===== config.mk =====
export PLATFORM = sky130hd
export DESIGN_NAME = sha1_stream_hasher
export DESIGN_NICKNAME = d
export VERILOG_FILES = /design/src/rtl/sha1sh_pkg.sv /design/src/rtl/sha1sh_core.sv /design/src/rtl/sha1_stream_hasher.sv
export SDC_FILE = /design/constraint.sdc
export NUM_CORES = 2
export LEC_CHECK = 0
export BUFFER_PORTS_ARGS = -buffer_cell sky130_fd_sc_hd__buf_4
export CORE_MARGIN = 4
export CORE_UTILIZATION = 35
export DETAILED_ROUTE_END_ITERATION = 6
export PLACE_DENSITY_LB_ADDON = 0.3
export SYNTH_ARGS = -nofsm -noshare
export SYNTH_HDL_FRONTEND = slang
export SYNTH_SLANG_ARGS = --single-unit

===== constraint.sdc =====
create_clock -name clock -period 13.25 [get_ports clock]
set_clock_uncertainty 0.2 [all_clocks]
set_input_delay 0.6625 -clock clock [delete_from_list [all_inputs] [get_ports clock]]
set_output_delay 0.6625 -clock clock [all_outputs]
set_load 0.03 [all_outputs]

===== src/rtl/sha1sh_pkg.sv =====
// Shared types, constants and helpers for the SHA-1 stream hasher.
`default_nettype none
package sha1sh_pkg;

   localparam int WORD_W       = 32;
   localparam int DIGEST_WORDS = 5;
   localparam int BLOCK_WORDS  = 16;
   localparam int BLOCK_W      = WORD_W * BLOCK_WORDS;
   localparam int ROUNDS       = 80;
   localparam int RND_W        = $clog2(ROUNDS);
   localparam int IDX_W        = 3;

   localparam logic [7:0]  PAD_BYTE   = 8'h80;
   localparam logic [5:0]  FILL_LAST  = 6'd63;
   localparam logic [5:0]  FILL_LEN   = 6'd56;
   localparam logic [63:0] BYTE_BITS  = 64'd8;

   localparam logic [WORD_W-1:0] K_R0 = 32'h5a827999;
   localparam logic [WORD_W-1:0] K_R1 = 32'h6ed9eba1;
   localparam logic [WORD_W-1:0] K_R2 = 32'h8f1bbcdc;
   localparam logic [WORD_W-1:0] K_R3 = 32'hca62c1d6;

   // Working variables and chaining state; entry 0 is a / H0
   typedef logic [DIGEST_WORDS-1:0][WORD_W-1:0] hash_type;

   localparam hash_type H_INIT = '{
      32'hc3d2e1f0, 32'h10325476, 32'h98badcfe, 32'hefcdab89, 32'h67452301
   };

   typedef struct packed {
      logic [7:0] data_byte;
      logic       has_byte;
      logic       end_of_message;
   } req_type;

   typedef struct packed {
      logic [WORD_W-1:0] digest_word;
      logic [IDX_W-1:0]  word_index;
      logic              last_word;
   } rsp_type;

   typedef struct packed {
      logic start;
   } core_cmd_type;

   typedef struct packed {
      logic busy;
      logic done;
   } core_sts_type;

   function automatic logic [WORD_W-1:0] rotl(input logic [WORD_W-1:0] v,
                                             input int unsigned n);
      rotl = (v << n) | (v >> (WORD_W - n));
   endfunction

endpackage
`default_nettype wire


===== src/rtl/sha1sh_core.sv =====
// Iterative SHA-1 compression core: one round per cycle over a 16-word schedule window.
`default_nettype none
module sha1sh_core (
   input  wire                          clock,
   input  wire                          reset,
   input  sha1sh_pkg::core_cmd_type     cmd,
   input  wire [sha1sh_pkg::BLOCK_W-1:0] block,
   input  sha1sh_pkg::hash_type         h_start,
   output sha1sh_pkg::core_sts_type     sts,
   output sha1sh_pkg::hash_type         result
);
   import sha1sh_pkg::*;

   logic                  busy_ff, busy_in;
   logic                  done_ff, done_in;
   logic [RND_W-1:0]      rnd_ff, rnd_in;
   hash_type              var_ff, var_in;
   logic [WORD_W-1:0]     w_ff [BLOCK_WORDS];
   logic [WORD_W-1:0]     w_in [BLOCK_WORDS];
   logic [WORD_W-1:0]     f_val;
   logic [WORD_W-1:0]     k_val;
   logic [WORD_W-1:0]     w_next;
   logic [WORD_W-1:0]     tmp;
   logic                  last_rnd;

   assign last_rnd = (rnd_ff == RND_W'(ROUNDS - 1));

   always_comb begin
      if (rnd_ff < RND_W'(20)) begin
         f_val = (var_ff[1] & var_ff[2]) | (~var_ff[1] & var_ff[3]);
         k_val = K_R0;
      end else if (rnd_ff < RND_W'(40)) begin
         f_val = var_ff[1] ^ var_ff[2] ^ var_ff[3];
         k_val = K_R1;
      end else if (rnd_ff < RND_W'(60)) begin
         f_val = (var_ff[1] & var_ff[2]) | (var_ff[1] & var_ff[3]) |
                 (var_ff[2] & var_ff[3]);
         k_val = K_R2;
      end else begin
         f_val = var_ff[1] ^ var_ff[2] ^ var_ff[3];
         k_val = K_R3;
      end
      w_next = rotl(w_ff[13] ^ w_ff[8] ^ w_ff[2] ^ w_ff[0], 1);
      tmp    = rotl(var_ff[0], 5) + f_val + var_ff[4] + k_val + w_ff[0];
   end

   always_comb begin
      busy_in = busy_ff;
      done_in = 1'b0;
      rnd_in  = rnd_ff;
      var_in  = var_ff;
      for (int i = 0; i < BLOCK_WORDS; i++) begin
         w_in[i] = w_ff[i];
      end
      if (cmd.start) begin
         busy_in = 1'b1;
         rnd_in  = '0;
         var_in  = h_start;
         // word 0 sits in the top bits of the block
         for (int i = 0; i < BLOCK_WORDS; i++) begin
            w_in[i] = block[BLOCK_W-1-WORD_W*i -: WORD_W];
         end
      end else if (busy_ff) begin
         var_in[0] = tmp;
         var_in[1] = var_ff[0];
         var_in[2] = rotl(var_ff[1], 30);
         var_in[3] = var_ff[2];
         var_in[4] = var_ff[3];
         // slide the schedule window, append W[t+16]
         for (int i = 0; i < BLOCK_WORDS - 1; i++) begin
            w_in[i] = w_ff[i+1];
         end
         w_in[BLOCK_WORDS-1] = w_next;
         rnd_in = rnd_ff + RND_W'(1);
         if (last_rnd) begin
            busy_in = 1'b0;
            done_in = 1'b1;
         end
      end
   end

   always_ff @(posedge clock) begin
      if (reset) begin
         busy_ff <= 1'b0;
         done_ff <= 1'b0;
         rnd_ff  <= '0;
      end else begin
         busy_ff <= busy_in;
         done_ff <= done_in;
         rnd_ff  <= rnd_in;
      end
   end

   always_ff @(posedge clock) begin
      var_ff <= var_in;
      for (int i = 0; i < BLOCK_WORDS; i++) begin
         w_ff[i] <= w_in[i];
      end
   end

   assign sts.busy = busy_ff;
   assign sts.done = done_ff;
   assign result   = var_ff;

endmodule
`default_nettype wire


===== src/rtl/sha1_stream_hasher.sv =====
// Top level of the SHA-1 stream hasher: byte packing, padding sequencer and digest output.
`default_nettype none
// SHA-1 over a byte stream. Each request transaction carries at most one message
// byte and an end-of-message flag; a transaction with the flag set produces five
// response transactions holding H0..H4, after which the hasher is back at its
// initial state. Bytes are accepted while idle; the 64th byte of a block starts
// the compression core, which runs one round per cycle, with req_ready low while
// it compresses. At end of message the padding bytes and the length are shifted
// in one per cycle, followed by one or two compressions and the five result words.
// The single round unit and the byte-wide block shifter set this pace.
module sha1_stream_hasher (
   input  wire                  clock,
   input  wire                  reset,
   input  wire                  req_valid,
   output logic                 req_ready,
   input  sha1sh_pkg::req_type  req_payload,
   output logic                 rsp_valid,
   input  wire                  rsp_ready,
   output sha1sh_pkg::rsp_type  rsp_payload
);
   import sha1sh_pkg::*;

   typedef enum logic [3:0] {
      S_IDLE = 4'b0001,
      S_PAD  = 4'b0010,
      S_COMP = 4'b0100,
      S_OUT  = 4'b1000
   } state_type;

   state_type           state_ff, state_in;
   logic [BLOCK_W-1:0]  blk_ff, blk_in;
   logic [5:0]          fill_ff, fill_in;
   logic [63:0]         bitlen_ff, bitlen_in;
   hash_type            h_ff, h_in;
   logic [IDX_W-1:0]    idx_ff, idx_in;
   logic                pad_first_ff, pad_first_in;
   logic                len_here_ff, len_here_in;
   logic                pad_mode_ff, pad_mode_in;
   logic                fin_pending_ff, fin_pending_in;
   logic                comp_last_ff, comp_last_in;

   core_cmd_type        core_cmd;
   core_sts_type        core_sts;
   hash_type            core_res;
   logic [7:0]          len_byte;
   logic [7:0]          pad_byte;
   logic                len_here_eff;
   logic                last_idx;

   sha1sh_core u_core (
      .clock   (clock),
      .reset   (reset),
      .cmd     (core_cmd),
      .block   (blk_in),
      .h_start (h_ff),
      .sts     (core_sts),
      .result  (core_res)
   );

   // length bytes go out most significant first at fill 56..63
   assign len_byte     = 8'(bitlen_ff >> {~fill_ff[2:0], 3'b000});
   assign pad_byte     = pad_first_ff ? PAD_BYTE :
                         ((len_here_ff && fill_ff >= FILL_LEN) ? len_byte : 8'h00);
   assign len_here_eff = pad_first_ff ? (fill_ff < FILL_LEN) : len_here_ff;
   assign last_idx     = (idx_ff == IDX_W'(DIGEST_WORDS - 1));

   always_comb begin
      state_in       = state_ff;
      blk_in         = blk_ff;
      fill_in        = fill_ff;
      bitlen_in      = bitlen_ff;
      h_in           = h_ff;
      idx_in         = idx_ff;
      pad_first_in   = pad_first_ff;
      len_here_in    = len_here_ff;
      pad_mode_in    = pad_mode_ff;
      fin_pending_in = fin_pending_ff;
      comp_last_in   = comp_last_ff;
      core_cmd.start = 1'b0;
      unique case (state_ff)
         S_IDLE: begin
            if (req_valid) begin
               if (req_payload.has_byte) begin
                  blk_in    = {blk_ff[BLOCK_W-9:0], req_payload.data_byte};
                  fill_in   = fill_ff + 6'd1;
                  bitlen_in = bitlen_ff + BYTE_BITS;
               end
               if (req_payload.has_byte && fill_ff == FILL_LAST) begin
                  core_cmd.start = 1'b1;
                  state_in       = S_COMP;
                  pad_mode_in    = 1'b0;
                  fin_pending_in = req_payload.end_of_message;
               end else if (req_payload.end_of_message) begin
                  state_in     = S_PAD;
                  pad_first_in = 1'b1;
               end
            end
         end
         S_PAD: begin
            blk_in       = {blk_ff[BLOCK_W-9:0], pad_byte};
            fill_in      = fill_ff + 6'd1;
            pad_first_in = 1'b0;
            len_here_in  = len_here_eff;
            if (fill_ff == FILL_LAST) begin
               core_cmd.start = 1'b1;
               state_in       = S_COMP;
               pad_mode_in    = 1'b1;
               comp_last_in   = len_here_eff;
            end
         end
         S_COMP: begin
            if (core_sts.done) begin
               for (int i = 0; i < DIGEST_WORDS; i++) begin
                  h_in[i] = h_ff[i] + core_res[i];
               end
               if (pad_mode_ff) begin
                  if (comp_last_ff) begin
                     state_in = S_OUT;
                     idx_in   = '0;
                  end else begin
                     // length goes into a fresh all-padding block
                     state_in    = S_PAD;
                     len_here_in = 1'b1;
                  end
               end else if (fin_pending_ff) begin
                  state_in       = S_PAD;
                  pad_first_in   = 1'b1;
                  fin_pending_in = 1'b0;
               end else begin
                  state_in = S_IDLE;
               end
            end
         end
         S_OUT: begin
            if (rsp_ready) begin
               idx_in = idx_ff + IDX_W'(1);
               if (last_idx) begin
                  h_in      = H_INIT;
                  bitlen_in = '0;
                  fill_in   = '0;
                  state_in  = S_IDLE;
               end
            end
         end
         default: state_in = S_IDLE;
      endcase
   end

   always_ff @(posedge clock) begin
      if (reset) begin
         state_ff       <= S_IDLE;
         fill_ff        <= '0;
         bitlen_ff      <= '0;
         h_ff           <= H_INIT;
         idx_ff         <= '0;
         pad_first_ff   <= 1'b0;
         len_here_ff    <= 1'b0;
         pad_mode_ff    <= 1'b0;
         fin_pending_ff <= 1'b0;
         comp_last_ff   <= 1'b0;
      end else begin
         state_ff       <= state_in;
         fill_ff        <= fill_in;
         bitlen_ff      <= bitlen_in;
         h_ff           <= h_in;
         idx_ff         <= idx_in;
         pad_first_ff   <= pad_first_in;
         len_here_ff    <= len_here_in;
         pad_mode_ff    <= pad_mode_in;
         fin_pending_ff <= fin_pending_in;
         comp_last_ff   <= comp_last_in;
      end
   end

   always_ff @(posedge clock) begin
      blk_ff <= blk_in;
   end

   assign req_ready               = (state_ff == S_IDLE);
   assign rsp_valid               = (state_ff == S_OUT);
   assign rsp_payload.digest_word = h_ff[idx_ff];
   assign rsp_payload.word_index  = idx_ff;
   assign rsp_payload.last_word   = last_idx;

   a_done_in_comp: assert property (@(posedge clock) disable iff (reset)
      core_sts.done |-> state_ff == S_COMP)
      else $error("compression finished outside the compress state");

   a_core_busy: assert property (@(posedge clock) disable iff (reset)
      (state_ff == S_COMP && !core_sts.done) |-> core_sts.busy)
      else $error("waiting on an idle compression core");

   a_out_from_comp: assert property (@(posedge clock) disable iff (reset)
      $rose(rsp_valid) |-> $past(state_ff) == S_COMP)
      else $error("digest shown without a final compression");

   a_clean_restart: assert property (@(posedge clock) disable iff (reset)
      (rsp_valid && rsp_ready && rsp_payload.last_word) |=>
         (req_ready && fill_ff == '0 && bitlen_ff == '0 && h_ff == H_INIT))
      else $error("state not restored after the last digest word");

endmodule
`default_nettype wire


==> metrics <==
result of the run complete, no violations; endpoint type of the worst setup path register; Hold Path End blk_ff[5]; Worst EP required 13.57 ns; post-synthesis adder-cell area fraction about 7.2%; share of the core filled with cells in the final layout around two fifths; Pwr per Cell Area ~130 nW/um2; Post-Syn Area 68900 um2; main combinational cell family by area after synthesis simple AND/OR/NAND/NOR gates; CP dominant cell by count sky130_fd_sc_hd__fa_1; maximum fanout along the worst path 20; Final TNS setup 0 ns; slowest library cell on the worst path sky130_fd_sc_hd__inv_1; number of hold violations in the final report 0; Final GP Congestion a little under 0.9; Least-Margin Pin Slew about 1.2 ns; clock sink count 1432; initial core utilization a little over a third; number of hold buffers added after CTS 7; post-synthesis average cell area 10.0 um2; Critical R2R Launch u_core.rnd_ff[3]; worst path buffer plus inverter count 4; clock edge transition at the registers on the reported setup and hold paths 0.06 ns; dpl cell area 71900 um2; Antenna Violating Nets Remaining 0; number of setup buffers added after CTS 0; depth of the most critical reg-to-reg path 24; Top Ports 52; startpoint types register; leading cell types by total area after synthesis sky130_fd_sc_hd__edfxtp_1 29%, sky130_fd_sc_hd__dfxtp_1 22%, sky130_fd_sc_hd__nand2_1 12%; mux cell area share after synthesis between 10% and 20%; fin crit share roughly 56%; cell count after synthesis 6859; Finish-stage setup viols 0; cell family with most CP delay compound AO/OA/AOI/OAI gates; Max-cap violations 0; max frequency 0.134 GHz; top-count cell post-synth sky130_fd_sc_hd__nand2_1; r2r setup slk approximately 5.8 ns; CTS buffer count 155; overall routing resource usage 17.1%; global-route wire length before repair 277000 um; H-Tree Level Count 4; detailed placer's ending HPWL 119000 um; standard-cell rows 162; critical path type register to register; area share of and/or/nand/nor cells after synthesis 16.3%; Hold Crit Class input pin to register; CORE AREA just under 200000 um2; Remaining Overflow, GRT 0; most used flip-flop cell after synthesis sky130_fd_sc_hd__dfxtp_1; synthesized-area fraction occupied by ao, oa, aoi and oai cells 7.97%; sequential element share of the synthesized area between 50% and 60%; leakage power 30.6 nW; worst vdd ir 0.119 mV; Post-synth EDFFs 672; sequence of cells on the critical path nand4_1, nor2b_1, nand2_1, buf_4, inv_1, a221oi_1, fa_1, fa_1, fa_1, inv_1, ha_1, inv_1, fa_1, nor2b_1, o21ai_0, a21boi_0, o211ai_1, a21oi_1, a21o_1, a21o_1, a21oi_1, o21ai_0, nor4_1, or3_1; cell area after layout 77000 um2; count of buffers inserted at the top-level ports roughly 50; setup repair after global routing missed its margin no; maximum number of pins on one net before global-route repair 215; start point of the worst hold path req_payload[7]; largest stage delay on the critical path 0.66 ns; slew margin rel. 22.0%; floorplan die height 452 um; growth of design area from synthesis to finish 11.7%; root buffer cell sky130_fd_sc_hd__clkbuf_16; post-synthesis net count 7197; Critical R2R Capture u_core.result[31]; clock latency of the later-clocked register in the worst-skew pair 0.78 ns; router iterations before antenna repair 6; number of DRC markers in iteration 0 3612; critical path arrival 7.75 ns; Via Count 47838; post-layout net count 7142; Die Wd 452 um; residual DRC count 0; clock tree from TritonCTS yes; number of cells traversed by the worst hold path 3; cell type with the largest total area after synthesis sky130_fd_sc_hd__edfxtp_1; post-detailed-route wirelength per cell 18.7 um; Resize count post-CTS 0; commonest cells in the netlist 2154 x sky130_fd_sc_hd__nand2_1, 760 x sky130_fd_sc_hd__dfxtp_1, 672 x sky130_fd_sc_hd__edfxtp_1; clock period minus worst slack about 7.4 ns; Ys Warns 0; CTS max path bufs 3; parity-gate share of the synthesized area counting xor and xnor cells 3.84%; detailed-route wire length 179000 um; Via density 5.00; area fraction of the dominant cell type after synthesis 29.3%; fraction of synthesis flops using an asynchronous set or reset pin 0%; Synth Register Bits about 1400; layout cell share with drive strength beyond 1 13.2%; Cell variety after synth 87; antenna violations before repair 2; Die Outline Area about 200000 um2; number of global-route vias before repair 47324; final slew viol count 0
-- flip-flops by register name (all words and copies together) (netlist names), 3 cells and up --
register,count
bitlen_ff,61
state_ff,4
u_core.w_ff,512
fill_ff,6
idx_ff,3
u_core.result,160
blk_ff,512
h_ff,160
u_core.rnd_ff,7
-- per-stage QoR --
step / setup WS (ns) / power, mW / std cells / hold slack (ns)
final: 5.81 / 9.84 / 9560 / 0.0567
after global placement: 5.99 / 5.60 / 9264 / 0.224
after floorplan: 2.85 / 5.41 / 6859 / 0.213
after global routing: 5.30 / 10.2 / 9559 / 0.0334
after CTS: 5.85 / 9.96 / 9559 / 0.0119
after detailed placement: 5.87 / 5.62 / 9264 / 0.228
-- worst min-delay path, cell delays in order --
cell                       delay [ns]
sky130_fd_sc_hd__buf_4           0.12
sky130_fd_sc_hd__nand2_1         0.05
sky130_fd_sc_hd__o221ai_1        0.13
-- layout make-up --
cell class	instances	area (um2)
inverters	253	962
multi-input cells	4854	31400
clock inverters	68	628
well taps	2624	3280
clock buffers	220	4430
fillers	19083	118000
flip-flops and latches	1432	35400
repair buffers	108	903
diodes	1	2.50
-- power by group --
| part | switching, mW | internal [mW] | total (mW) |
|---|---|---|---|
| sequential | 0.0933 | 4.76 | 4.85 |
| combinational | 0.530 | 0.130 | 0.660 |
| clock | 1.82 | 2.51 | 4.33 |
-- worst max-delay path by stage --
| stage | from | endpoint | slack (ns) | depth (start not counted) |
|---|---|---|---|---|
| after floorplan | req_valid | u_core.result[0] | 2.85 | 5 |
| after detailed placement | u_core.rnd_ff[3] | u_core.result[31] | 5.87 | 24 |
| after global routing | u_core.rnd_ff[3] | u_core.result[31] | 5.30 | 24 |
| after CTS | u_core.rnd_ff[3] | u_core.result[31] | 5.85 | 24 |
| after global placement | u_core.rnd_ff[3] | u_core.result[31] | 5.99 | 24 |
| final | u_core.rnd_ff[3] | u_core.result[31] | 5.81 | 24 |
-- cell families (layout without fill, tap and decap cells) --
logic type | after synthesis | after routing
AO/OA/AOI/OAI | 868 | 868
adder cells (fa/ha/maj) | 324 | 324
multiplexers | 582 | 582
AND/OR/NAND/NOR | 2778 | 2778
buffers and inverters | 573 | 649
XOR/XNOR | 302 | 302
flip-flops | 1432 | 1432
other | 0 | 1
-- layout by cell type (no fill, tap or decap), types with 53 or more instances in the layout --
master | netlist | routed
sky130_fd_sc_hd__nand2b_1 | 67 | 67
sky130_fd_sc_hd__nand3_1 | 66 | 66
sky130_fd_sc_hd__nand2_1 | 2154 | 2151
sky130_fd_sc_hd__clkbuf_16 | 0 | 162
sky130_fd_sc_hd__o21ai_0 | 238 | 238
sky130_fd_sc_hd__a21o_1 | 103 | 103
sky130_fd_sc_hd__nor2_1 | 288 | 286
sky130_fd_sc_hd__mux2_2 | 484 | 484
sky130_fd_sc_hd__ha_1 | 205 | 205
sky130_fd_sc_hd__dfxtp_1 | 760 | 758
sky130_fd_sc_hd__a21oi_1 | 231 | 230
sky130_fd_sc_hd__xnor2_1 | 199 | 199
sky130_fd_sc_hd__buf_4 | 1 | 95
sky130_fd_sc_hd__fa_1 | 119 | 119
sky130_fd_sc_hd__edfxtp_1 | 672 | 672
sky130_fd_sc_hd__xor2_1 | 103 | 103
sky130_fd_sc_hd__mux2i_1 | 53 | 53
sky130_fd_sc_hd__inv_1 | 251 | 251
-- metal layers --
layer | vias up | global-route usage, % | wire, um
met5 | - | 0 | 12
met4 | 2 | 5.88 | 5770
met3 | 305 | 2.69 | 8670
met2 | 1087 | 28.1 | 83100
met1 | 23195 | 23.1 | 80900
li1 | 23249 | - | -
Power figures use the tool's default switching activity.
